## config.mk

```make
export PLATFORM = sky130hd
export DESIGN_NAME = byte_to_tone_symbol_encoder
export DESIGN_NICKNAME = d
export VERILOG_FILES = /design/src/sv/bts_pkg.sv /design/src/sv/bts_front.sv /design/src/sv/bts_queue.sv /design/src/sv/bts_back.sv /design/src/sv/byte_to_tone_symbol_encoder.sv
export SDC_FILE = /design/constraint.sdc
export NUM_CORES = 1
export LEC_CHECK = 0
export ABC_AREA = 1
export ABC_CLOCK_PERIOD_IN_PS = 5800
export BUFFER_PORTS_ARGS = -buffer_cell sky130_fd_sc_hd__buf_2
export CAP_MARGIN = 15
export CORE_MARGIN = 10
export CORE_UTILIZATION = 40
export CTS_BUF_LIST = sky130_fd_sc_hd__clkbuf_8
export CTS_CLUSTER_SIZE = 25
export DETAILED_ROUTE_END_ITERATION = 10
export GPL_ROUTABILITY_DRIVEN = 0
export SETUP_SLACK_MARGIN = 0.2
export SYNTH_ARGS = -nofsm -noshare
export SYNTH_HDL_FRONTEND = slang
export SYNTH_SLANG_ARGS = --single-unit
export TNS_END_PERCENT = 10
```

## constraint.sdc

```tcl
create_clock -name aclk -period 5.8 [get_ports aclk]
set_input_delay 0.58 -clock aclk [delete_from_list [all_inputs] [get_ports aclk]]
set_output_delay 0.58 -clock aclk [all_outputs]
set_load 0.03 [all_outputs]
```

## src/sv/bts_pkg.sv

```systemverilog
`timescale 1ns / 1ps
`default_nettype none
// ----------------------------------------------------------------------------
// bts_pkg
// Types, codes and helpers shared by the tone symbol encoder modules.
// ----------------------------------------------------------------------------
package bts_pkg;

    // Mode register codes
    localparam logic [2:0] MODE_THREE = 3'd0;
    localparam logic [2:0] MODE_TWO   = 3'd1;
    localparam logic [2:0] MODE_ONE   = 3'd2;
    localparam logic [2:0] MODE_DIFF  = 3'd3;
    localparam logic [2:0] MODE_VOTE  = 3'd4;

    // Register indexes on the configuration port
    localparam logic REG_MODE     = 1'b0;
    localparam logic REG_CAPACITY = 1'b1;

    // Register reset values
    localparam logic [2:0] MODE_RESET     = MODE_THREE;
    localparam logic [3:0] CAPACITY_RESET = 4'd9;

    // Run lengths per encoding
    localparam logic [3:0] RUN_THREE  = 4'd3;
    localparam logic [3:0] RUN_TWO    = 4'd4;
    localparam logic [3:0] RUN_ONE    = 4'd8;
    localparam logic [3:0] RUN_DIFF   = 4'd9;
    localparam logic [3:0] RUN_VOTE   = 4'd9;
    localparam logic [3:0] RUN_REJECT = 4'd1;

    // Differential encoding levels
    localparam logic [2:0] DIFF_START = 3'd2;
    localparam logic [2:0] DIFF_TOP   = 3'd5;

    // Job queue depth between front and back
    localparam int QUEUE_DEPTH = 2;
    localparam int QUEUE_PTR_W = (QUEUE_DEPTH > 1) ? $clog2(QUEUE_DEPTH) : 1;
    localparam int QUEUE_CNT_W = $clog2(QUEUE_DEPTH + 1);

    typedef enum logic [2:0] {
        KIND_THREE,
        KIND_TWO,
        KIND_ONE,
        KIND_DIFF,
        KIND_VOTE,
        KIND_REJECT
    } kind_t;

    // One classified byte waiting for the back end
    typedef struct packed {
        kind_t      kind;
        logic [7:0] data;
    } job_t;

    // Number of results a job of this kind produces
    function automatic logic [3:0] run_len(input kind_t kind);
        logic [3:0] len;
        case (kind)
            KIND_THREE: len = RUN_THREE;
            KIND_TWO:   len = RUN_TWO;
            KIND_ONE:   len = RUN_ONE;
            KIND_DIFF:  len = RUN_DIFF;
            KIND_VOTE:  len = RUN_VOTE;
            default:    len = RUN_REJECT;
        endcase
        return len;
    endfunction

endpackage
`default_nettype wire

```

## src/sv/bts_front.sv

```systemverilog
`timescale 1ns / 1ps
`default_nettype none
// ----------------------------------------------------------------------------
// bts_front
// Holds the configuration registers and classifies each incoming byte into a
// job: its encoding kind, or a reject for an unknown mode or low capacity.
// ----------------------------------------------------------------------------
module bts_front (
    input  wire logic          aclk,
    input  wire logic          aresetn,
    input  wire logic          cfg_we,
    input  wire logic          cfg_index,
    input  wire logic [3:0]    cfg_wdata,
    input  wire logic [7:0]    in_byte,
    output bts_pkg::job_t      job
);

    logic [2:0] mode_reg;
    logic [3:0] capacity_reg;
    bts_pkg::kind_t kind_sel;

    // Write configuration registers
    always_ff @(posedge aclk) begin
        if (!aresetn) begin
            mode_reg     <= bts_pkg::MODE_RESET;
            capacity_reg <= bts_pkg::CAPACITY_RESET;
        end else if (cfg_we) begin
            case (cfg_index)
                bts_pkg::REG_MODE:     mode_reg     <= cfg_wdata[2:0];
                bts_pkg::REG_CAPACITY: capacity_reg <= cfg_wdata;
                default:               mode_reg     <= mode_reg;
            endcase
        end
    end

    // Map mode to kind, reject unknown modes
    always_comb begin
        case (mode_reg)
            bts_pkg::MODE_THREE: kind_sel = bts_pkg::KIND_THREE;
            bts_pkg::MODE_TWO:   kind_sel = bts_pkg::KIND_TWO;
            bts_pkg::MODE_ONE:   kind_sel = bts_pkg::KIND_ONE;
            bts_pkg::MODE_DIFF:  kind_sel = bts_pkg::KIND_DIFF;
            bts_pkg::MODE_VOTE:  kind_sel = bts_pkg::KIND_VOTE;
            default:             kind_sel = bts_pkg::KIND_REJECT;
        endcase
    end

    // Reject unknown modes, or runs that do not fit the consumer's capacity
    always_comb begin
        job.data = in_byte;
        if (kind_sel == bts_pkg::KIND_REJECT
                || capacity_reg < bts_pkg::run_len(kind_sel)) begin
            job.kind = bts_pkg::KIND_REJECT;
        end else begin
            job.kind = kind_sel;
        end
    end

endmodule
`default_nettype wire

```

## src/sv/bts_queue.sv

```systemverilog
`timescale 1ns / 1ps
`default_nettype none
// ----------------------------------------------------------------------------
// bts_queue
// Short job queue that decouples byte intake from symbol output.
// ----------------------------------------------------------------------------
module bts_queue (
    input  wire logic          aclk,
    input  wire logic          aresetn,
    input  wire logic          push,
    input  wire bts_pkg::job_t push_job,
    output logic               full,
    input  wire logic          pop,
    output logic               head_valid,
    output bts_pkg::job_t      head_job
);

    localparam int DEPTH = bts_pkg::QUEUE_DEPTH;
    localparam int PTR_W = bts_pkg::QUEUE_PTR_W;
    localparam int CNT_W = bts_pkg::QUEUE_CNT_W;

    bts_pkg::job_t entries [DEPTH];
    logic [PTR_W-1:0] wr_ptr_reg;
    logic [PTR_W-1:0] rd_ptr_reg;
    logic [CNT_W-1:0] count_reg;

    assign full       = (count_reg == CNT_W'(DEPTH));
    assign head_valid = (count_reg != '0);
    assign head_job   = entries[rd_ptr_reg];

    // Store pushed jobs
    always_ff @(posedge aclk) begin
        if (push) begin
            entries[wr_ptr_reg] <= push_job;
        end
    end

    // Advance pointers and fill count
    always_ff @(posedge aclk) begin
        if (!aresetn) begin
            wr_ptr_reg <= '0;
            rd_ptr_reg <= '0;
            count_reg  <= '0;
        end else begin
            if (push) begin
                wr_ptr_reg <= (wr_ptr_reg == PTR_W'(DEPTH - 1)) ? '0 : wr_ptr_reg + 1'b1;
            end
            if (pop) begin
                rd_ptr_reg <= (rd_ptr_reg == PTR_W'(DEPTH - 1)) ? '0 : rd_ptr_reg + 1'b1;
            end
            case ({push, pop})
                2'b10:   count_reg <= count_reg + 1'b1;
                2'b01:   count_reg <= count_reg - 1'b1;
                default: count_reg <= count_reg;
            endcase
        end
    end

endmodule
`default_nettype wire

```

## src/sv/bts_back.sv

```systemverilog
`timescale 1ns / 1ps
`default_nettype none
// ----------------------------------------------------------------------------
// bts_back
// Steps through each job's run, one symbol per unstalled cycle, into an
// output register; a waiting job starts in the next unstalled cycle.
// ----------------------------------------------------------------------------
module bts_back (
    input  wire logic          aclk,
    input  wire logic          aresetn,
    input  wire logic          head_valid,
    input  wire bts_pkg::job_t head_job,
    output logic               pop,
    output logic               m_valid,
    input  wire logic          m_ready,
    output logic [2:0]         m_symbol,
    output logic [3:0]         m_position,
    output logic               m_last,
    output logic               m_rejected
);

    logic          busy_reg, busy_next;
    bts_pkg::job_t job_reg, job_next;
    logic [3:0]    pos_reg, pos_next;
    logic [2:0]    cur_reg, cur_next;
    logic          m_valid_reg, m_valid_next;
    logic [2:0]    m_symbol_reg, m_symbol_next;
    logic [3:0]    m_position_reg, m_position_next;
    logic          m_last_reg, m_last_next;
    logic          m_rejected_reg, m_rejected_next;

    bts_pkg::job_t src;
    logic [3:0]    idx;
    logic [2:0]    prev;
    logic [2:0]    sym;
    logic          is_last;
    logic          out_free;

    // Pick one of the three chunks of a byte
    function automatic logic [2:0] chunk(input logic [7:0] data, input logic [1:0] c);
        logic [2:0] r;
        case (c)
            2'd0:    r = data[7:5];
            2'd1:    r = data[4:2];
            default: r = {data[1:0], 1'b0};
        endcase
        return r;
    endfunction

    // Symbol at index i of a job's run
    function automatic logic [2:0] calc_symbol(input bts_pkg::kind_t kind,
                                               input logic [7:0] data,
                                               input logic [3:0] i,
                                               input logic [2:0] lvl);
        logic [2:0] r;
        logic [3:0] bidx;
        logic [1:0] c;
        bidx = 4'd8 - i;
        c    = (i < 4'd3) ? 2'd0 : ((i < 4'd6) ? 2'd1 : 2'd2);
        case (kind)
            bts_pkg::KIND_THREE: r = chunk(data, i[1:0]);
            bts_pkg::KIND_VOTE:  r = chunk(data, c);
            bts_pkg::KIND_TWO: begin
                case (i[1:0])
                    2'd0:    r = {1'b0, data[7:6]};
                    2'd1:    r = {1'b0, data[5:4]};
                    2'd2:    r = {1'b0, data[3:2]};
                    default: r = {1'b0, data[1:0]};
                endcase
            end
            bts_pkg::KIND_ONE:   r = {2'b00, data[3'd7 - i[2:0]]};
            bts_pkg::KIND_DIFF: begin
                if (i == 4'd0) begin
                    r = bts_pkg::DIFF_START;
                end else if (data[bidx[2:0]]) begin
                    r = (lvl < bts_pkg::DIFF_TOP) ? lvl + 3'd1 : lvl;
                end else begin
                    r = (lvl > 3'd0) ? lvl - 3'd1 : lvl;
                end
            end
            default:             r = 3'd0;
        endcase
        return r;
    endfunction

    // Select the running job, or the queue head when idle
    always_comb begin
        src      = busy_reg ? job_reg : head_job;
        idx      = busy_reg ? pos_reg : 4'd0;
        prev     = busy_reg ? cur_reg : bts_pkg::DIFF_START;
        sym      = calc_symbol(src.kind, src.data, idx, prev);
        is_last  = ((idx + 4'd1) == bts_pkg::run_len(src.kind));
        out_free = !m_valid_reg || m_ready;
        pop      = out_free && !busy_reg && head_valid;
    end

    // Emit one symbol per free output slot
    always_comb begin
        busy_next       = busy_reg;
        job_next        = job_reg;
        pos_next        = pos_reg;
        cur_next        = cur_reg;
        m_valid_next    = m_valid_reg;
        m_symbol_next   = m_symbol_reg;
        m_position_next = m_position_reg;
        m_last_next     = m_last_reg;
        m_rejected_next = m_rejected_reg;
        if (out_free) begin
            if (busy_reg || head_valid) begin
                m_valid_next    = 1'b1;
                m_symbol_next   = sym;
                m_position_next = idx;
                m_last_next     = is_last;
                m_rejected_next = (src.kind == bts_pkg::KIND_REJECT);
                job_next        = src;
                busy_next       = !is_last;
                pos_next        = idx + 4'd1;
                cur_next        = sym;
            end else begin
                m_valid_next = 1'b0;
            end
        end
    end

    always_ff @(posedge aclk) begin
        if (!aresetn) begin
            busy_reg    <= 1'b0;
            m_valid_reg <= 1'b0;
        end else begin
            busy_reg    <= busy_next;
            m_valid_reg <= m_valid_next;
        end
        job_reg        <= job_next;
        pos_reg        <= pos_next;
        cur_reg        <= cur_next;
        m_symbol_reg   <= m_symbol_next;
        m_position_reg <= m_position_next;
        m_last_reg     <= m_last_next;
        m_rejected_reg <= m_rejected_next;
    end

    assign m_valid    = m_valid_reg;
    assign m_symbol   = m_symbol_reg;
    assign m_position = m_position_reg;
    assign m_last     = m_last_reg;
    assign m_rejected = m_rejected_reg;

endmodule
`default_nettype wire

```

## src/sv/byte_to_tone_symbol_encoder.sv

```systemverilog
`timescale 1ns / 1ps
`default_nettype none
// ----------------------------------------------------------------------------
// byte_to_tone_symbol_encoder
// Turns each input byte into a run of tone symbol indices.
// ----------------------------------------------------------------------------
// Usage:
//   The s_ channel takes one data byte per transfer. The m_ channel gives one
//   result per symbol: tdata holds symbol and position, tlast marks the end
//   of the byte's run, tuser flags a rejected byte (one result, all zero).
//   Run length is 3, 4, 8, 9 or 9 results for modes 0 to 4; a byte is
//   rejected when the mode is unknown or the capacity register is below the
//   run length.
//   Configuration writes (mode, capacity) are taken at any edge with cfg_we
//   and should be made while no byte is in flight.
//   A byte passes through the queue, and its first result through the output
//   register, before that result can leave. The back end's symbol counter
//   gives one result per cycle while the receiver does not stall, one per
//   run position (a single one for a reject), and runs follow each other
//   without a gap. A two-entry job queue lets input be taken while a run is
//   still leaving.
//   Reset clears the queue and the output valid flag and restores mode 0 and
//   capacity 9. When the receiver stalls, the output register holds and the
//   queue fills, then s_tready drops.
// ----------------------------------------------------------------------------
module byte_to_tone_symbol_encoder (
    input  wire logic       aclk,
    input  wire logic       aresetn,
    // Configuration
    input  wire logic       cfg_we,
    input  wire logic       cfg_index,
    input  wire logic [3:0] cfg_wdata,
    // Input stream
    input  wire logic       s_tvalid,
    output logic            s_tready,
    input  wire logic [7:0] s_tdata,   // [7:0] in_byte
    // Result stream
    output logic            m_tvalid,
    input  wire logic       m_tready,
    output logic [7:0]      m_tdata,   // [2:0] symbol, [6:3] position, [7] zero
    output logic            m_tlast,   // last
    output logic            m_tuser    // rejected
);

    bts_pkg::job_t front_job;
    bts_pkg::job_t head_job;
    logic          queue_full;
    logic          head_valid;
    logic          pop;
    logic          push;
    logic [2:0]    symbol;
    logic [3:0]    position;

    assign s_tready = !queue_full;
    assign push     = s_tvalid && !queue_full;

    bts_front u_front (
        .aclk      (aclk),
        .aresetn   (aresetn),
        .cfg_we    (cfg_we),
        .cfg_index (cfg_index),
        .cfg_wdata (cfg_wdata),
        .in_byte   (s_tdata),
        .job       (front_job)
    );

    bts_queue u_queue (
        .aclk       (aclk),
        .aresetn    (aresetn),
        .push       (push),
        .push_job   (front_job),
        .full       (queue_full),
        .pop        (pop),
        .head_valid (head_valid),
        .head_job   (head_job)
    );

    bts_back u_back (
        .aclk       (aclk),
        .aresetn    (aresetn),
        .head_valid (head_valid),
        .head_job   (head_job),
        .pop        (pop),
        .m_valid    (m_tvalid),
        .m_ready    (m_tready),
        .m_symbol   (symbol),
        .m_position (position),
        .m_last     (m_tlast),
        .m_rejected (m_tuser)
    );

    assign m_tdata = {1'b0, position, symbol};

endmodule
`default_nettype wire

```

==> results.py, run 1 <==
metrics = {
    "run_status": {
        "status": "finished clean",
    },
    "placement": {
        "post-dp-hpwl_um": 5382,
        "io_buffers": 28,
        "dpl_worst_slack_ps": 3069,
        "place_inst": 502,
    },
    "die": {
        "die-area_um2": 12100,
        "num_rows": 32,
        "die_h_um": 110.0,
        "initial_utilization_pct": 41.49,
        "io_pins": 30,
        "core-area_um2": 7807,
        "fp.dieW_um": 110.0,
    },
    "layout": {
        "syn_to_final_growth_pct": 11.97,
        "largest_register_ffs": 22,
        "final_common_cell": "nand2_1",
        "antenna_cells": 0,
        "mostFrequentLayoutCells": "98 x nand2_1, 46 x edfxtp_1, 42 x inv_1",
        "final_cells": 518,
        "fin_nets": 441,
        "drive_above_1_share_pct": 15.87,
    },
    "pwr": {
        "leakage_nw": 1.638,
        "vdd_drop_max_mv": 0.2739,
        "power_density_nw_per_um2": 529.4,
    },
    "synthesis": {
        "netlist_instances": 378,
        "yosys_warnings": 0,
        "yosys.area.top_type": "edfxtp_1",
        "ys_ff_latch": 60,
        "synth_area_leaders": "edfxtp_1 43%, nand2_1 11%, dfxtp_1 8.7%, inv_1 4.8%, ha_1 4.6%",
        "syn_area_um2": 3239,
        "netlist.area_leader.share_pct": 42.64,
        "syn-num-nets": 408,
        "syn_area_per_cell_um2": 8.570,
        "seq_area_frac_synth_pct": 51.29,
        "synth_cell_types": 35,
    },
    "timing": {
        "hold_viol_final": 0,
        "finClkSkew_ps": 9.595,
        "tightest_slew_ps": 1013,
        "grt_setup_unrepaired": "false",
        "setup_ws_ps": 3015,
        "fmax_mhz": 359.0,
        "slew_viol_final": 0,
        "finalSetupTns_ps": 0,
        "relSlewSlack_pct": 32.23,
        "fin_crit_ps": 2785,
        "fin_crit_sh_pct": 48.02,
        "setup_violations": 0,
    },
    "clocking": {
        "numClockSinks": 60,
        "cts_buffers": 9,
        "tritoncts": "done",
        "postCtsHoldBufs": 0,
        "path_clk_slew_ps": 70,
        "cts.repair.resized": 0,
        "cts-root-buf": "clkbuf_8",
        "insertion_delay_ps": 340,
        "clock_path_buffers": 2,
        "post-cts-setup-buffers": 0,
        "htree_levels": 3,
    },
    "drt": {
        "wl_um": 7237,
        "drt-wirelength-per-cell_um": 13.97,
        "viasPerCell": 5.093,
        "route.vias.total": 2638,
        "drc": 0,
        "drt_pass1_iterations": 5,
        "drt_iter0_drc": 134,
        "antenna_left": 0,
    },
    "critical_path": {
        "end_kind": "flip-flop",
        "setup.worst_path.start_class": "flip-flop",
        "worst-endpoint-arrival_ps": 2880,
        "crit_fanout": 15,
        "cp_data_required_time_ps": 5900,
        "path_class": "flip-flop to flip-flop",
    },
    "global_routing": {
        "grt_pass1_wl_um": 12120,
        "grt_max_degree": 28,
        "antenna_found_initial": 0,
        "first_global_vias": 2574,
        "gr-total-overflow": 0,
        "grt_usage_pct": 12.63,
    },
    "hold_path": {
        "hp-class": "input port to flip-flop",
    },
    "run": {
        "cap_violations": 0,
    },
}
-- stage by stage --
step	utilization (%)	power (mW)	hold slack, ps	area (µm²)
global route	46.46	2.076	418.5	3627
floorplan	-	1.392	442.0	3239
CTS	46.46	1.934	413.6	3627
global placement	44.42	1.605	467.4	3468
finish	46.46	1.920	429.5	3627
detailed placement	44.42	1.619	463.5	3468
-- worst paths after layout --
| path | start | endpoint | slack (ps) | cells past startpoint |
|---|---|---|---|---|
| setup / recovery | u_back.busy_reg | u_back.m_symbol[1] | 3010 | 12 |
| hold / removal | s_tdata[4] | u_queue.entries[0][4] | 430 | 1 |
| setup reg to reg | u_back.busy_reg | u_back.m_symbol[1] | 3010 | 12 |
| hold reg to reg | u_front.capacity_reg[0] | u_front.capacity_reg[0] | 480 | 2 |
-- power by group --
group / leakage, nW / internal [mW] / switching, mW
registers: 0.557 / 0.658 / 0.0827
clock network: 0.0874 / 0.148 / 0.163
logic: 0.993 / 0.258 / 0.610
total: 1.64 / 1.06 / 0.856
-- cell usage after synthesis --
cell type	n
o21ai_2	5
o2111ai_1	1
buf_2	1
inv_2	6
dfxtp_1	14
conb_1	1
nand3b_1	2
a21boi_0	1
nor2_1	28
and2_1	1
xnor2_1	1
o21bai_1	1
inv_1	41
edfxtp_1	46
buf_4	4
o21ai_0	23
buf_6	1
o31ai_1	1
o21ai_1	5
o22ai_1	3
or2_1	3
nand4_1	3
nand3_2	3
nand2_2	7
and3_1	1
nand3_1	30
ha_1	12
or2_0	1
a21oi_1	17
clkbuf_1	1
nor3_1	9
xor2_1	4
o211ai_1	2
nand2_1	98
or2_2	1
-- per-layer routing --
| layer | part of all wire, % | track usage (%) | wire, µm |
|---|---|---|---|
| met1 | 45 | 15.58 | 3253 |
| met2 | 48 | 20.28 | 3453 |
| met3 | 5.5 | 3.540 | 396 |
| met4 | 1.8 | 5.390 | 133 |
| met5 | 0 | 0 | 0 |
-- critical path, cell delays in order, from the launching register on --
cell and delay [ps]:
dfxtp_1 660, nand2_1 420, inv_1 380, ha_1 280
inv_1 100, a21oi_1 130, nand2_1 70, nand3_1 120
nand2_1 110, nand2_1 80, nand3b_1 80, nand2_1 60
nand2_1 40
-- final cells by class --
class                   count  area, µm²
clock buffers               9      123.9
clock inverters             7      35.03
fillers                   795       4180
inverters                  47      176.4
multi-input cells         264       1355
flip-flops and latches     60       1662
well taps                 102      127.6
repair buffers             29      147.6
-- logic make-up (layout without fill, tap and decap cells) --
group	count (synthesis)	count (layout)	synth area share (%)
compound gates	59	59	10.31
xor+xnor	5	5	1.352
fa+ha+maj	12	12	4.635
buf+inv	54	92	6.991
flops	60	60	51.29
other cells	1	1	0.1158
simple gates	187	187	25.30
Power figures use the tool's default switching activity.
==> inputs of run 2 (changes only) <==
ABC_CLOCK_PERIOD_IN_PS = 2800   (was 5800)
clock period = 2.8 ns   (was 5.8 ns; I/O delays follow)
==> run 2 against run 1 <==
  * Sequential power up 110%
  * Sequential cell count unchanged
  * Clock-buffer cell count unchanged
  * Highest routed layer unchanged
  * Global-route usage up 0.28 points
  * Critical path type unchanged
  * Combinational power up 110%
  * Core utilization up 1.5 points
  * Non-clock buffer count up 6
  * Clock skew up 1.2 ps
  * Register-to-register slack worse by 2500 ps
==> results.py, run 2 (synthesis results as in run 1) <==
metrics = {
    "timing": {
        "grt_setup_unrepaired": "false",
        "setup_ws_ps": 517.5,
        "finClkSkew_ps": 10.76,
        "fmax_mhz": 438.1,
        "relSlewSlack_pct": 66.34,
        "timing.hold.ws_ps": 119.3,
        "finalSetupTns_ps": 0,
        "fin_crit_ps": 2283,
        "hold_viol_final": 0,
        "slew_viol_final": 0,
        "setup_violations": 0,
        "fin_crit_sh_pct": 81.52,
        "tightest_slew_ps": 504.2,
    },
    "global_routing": {
        "antenna_found_initial": 0,
        "gr-total-overflow": 0,
        "grt_pass1_wl_um": 12160,
        "first_global_vias": 2590,
        "grt_usage_pct": 12.91,
        "grt_max_degree": 28,
    },
    "drt": {
        "drt_pass1_iterations": 4,
        "wl_met1_um": 3319,
        "topRoutingLayerUsed": "met4",
        "drc": 0,
        "drt_iter0_drc": 141,
        "wl_met3_um": 443,
        "dr_wl_met2_um": 3328,
        "drt-wirelength-per-cell_um": 13.90,
        "viasPerCell": 5.111,
        "route.vias.total": 2678,
        "wl_um": 7286,
        "antenna_left": 0,
    },
    "critical_path": {
        "reg2reg_depth": 11,
        "timing.rr.end": "u_back.m_symbol[0]",
        "end_kind": "flip-flop",
        "r2r_slack_ps": 520,
        "worst-endpoint-arrival_ps": 2380,
        "setup.worst_path.start_class": "flip-flop",
        "path_class": "flip-flop to flip-flop",
        "worstReg2RegStart": "u_back.busy_reg",
        "crit_fanout": 9,
        "cp_data_required_time_ps": 2890,
    },
    "clocking": {
        "numClockSinks": 60,
        "path_clk_slew_ps": 70,
        "tritoncts": "done",
        "htree_levels": 3,
        "insertion_delay_ps": 350,
        "postCtsHoldBufs": 0,
        "clock_path_buffers": 2,
        "cts-root-buf": "clkbuf_8",
        "cts_buffers": 9,
        "post-cts-setup-buffers": 0,
        "cts.repair.resized": 0,
    },
    "die": {
        "core-area_um2": 7807,
        "die_h_um": 110.0,
        "die-area_um2": 12100,
        "initial_utilization_pct": 41.49,
        "io_pins": 30,
        "fp.dieW_um": 110.0,
        "num_rows": 32,
    },
    "layout": {
        "drive_above_1_share_pct": 16.82,
        "antenna_cells": 0,
        "multi_input_area_um2": 1355,
        "syn_to_final_growth_pct": 15.64,
        "regArea_um2": 1662,
        "largest_register_ffs": 22,
        "mostFrequentLayoutCells": "98 x nand2_1, 46 x edfxtp_1, 44 x inv_1",
        "fin_nets": 447,
        "fillers": 778,
        "final_common_cell": "nand2_1",
    },
    "run_status": {
        "status": "finished clean",
    },
    "pwr": {
        "vdd_drop_max_mv": 0.7213,
        "leakage_nw": 1.704,
        "power_density_nw_per_um2": 1146,
        "power.total_mw": 4.293,
    },
    "placement": {
        "dpl_worst_slack_ps": 565.0,
        "post-dp-hpwl_um": 5355,
        "io_buffers": 28,
    },
    "hold_path": {
        "hp-class": "input port to flip-flop",
        "min_path_cells": 1,
        "min_from": "s_tdata[4]",
        "hold_path_end": "u_queue.entries[0][4]",
    },
    "run": {
        "cap_violations": 0,
    },
}
run 2: changes by cell type in the layout (fill, tap and decap cells not counted), sizes merged:
cell / delta
buf: +6
clkinv: -5
inv: +2
bufinv: +3
run 2: layout make-up:
class / instances / area share, %
Sequential cell: 60 / 44.36
Multi-Input combinational cell: 264 / 36.17
Timing Repair Buffer: 35 / 5.144
Inverter: 47 / 4.709
Tap cell: 102 / 3.407
Clock buffer: 9 / 3.307
Clock inverter: 7 / 2.906
run 2: per-stage QoR:
step                      cells  cell area [µm²]  utilization [%]
after floorplan             378             3239                -
after CTS                   524             3746            47.98
final                       524             3746            47.98
after detailed placement    508             3513            45.00
after global placement      508             3513            45.00
after global routing        524             3746            47.98
run 2: how the worst max path moves through the flow:
stage | cells after the start | from | slack (ps) | endpoint
after floorplan | 3 | u_back.busy_reg | 480 | u_back.job_reg[0]
final | 11 | u_back.busy_reg | 520 | u_back.m_symbol[0]
after global routing | 11 | u_back.busy_reg | 310 | u_back.m_symbol[0]
after detailed placement | 11 | u_back.busy_reg | 560 | u_back.m_symbol[0]
after global placement | 12 | u_back.pos_reg[1] | 620 | u_back.m_symbol[1]
after CTS | 11 | u_back.busy_reg | 550 | u_back.m_symbol[0]
run 2: where the power goes:
group	internal, mW	switching (mW)	total, mW
clock network	0.581	0.344	0.926
logic	0.567	1.27	1.83
registers	1.36	0.172	1.53
total	2.51	1.78	4.29
run 2: per-layer routing:
metal	up-vias	track usage, %
li1	1347	-
met1	1234	15.93
met2	79	19.90
met3	18	3.772
met4	0	7.063
met5	-	0
run 2: critical path: stages (launching register included):
cell and delay [ps]:
dfxtp_1 520, nand2_2 190, inv_1 250, ha_1 340
inv_1 130, nor2_1 60, nand2_1 60, nand3b_1 120
nand2_1 140, nand2_1 70, nand3_1 70, nand3_1 70
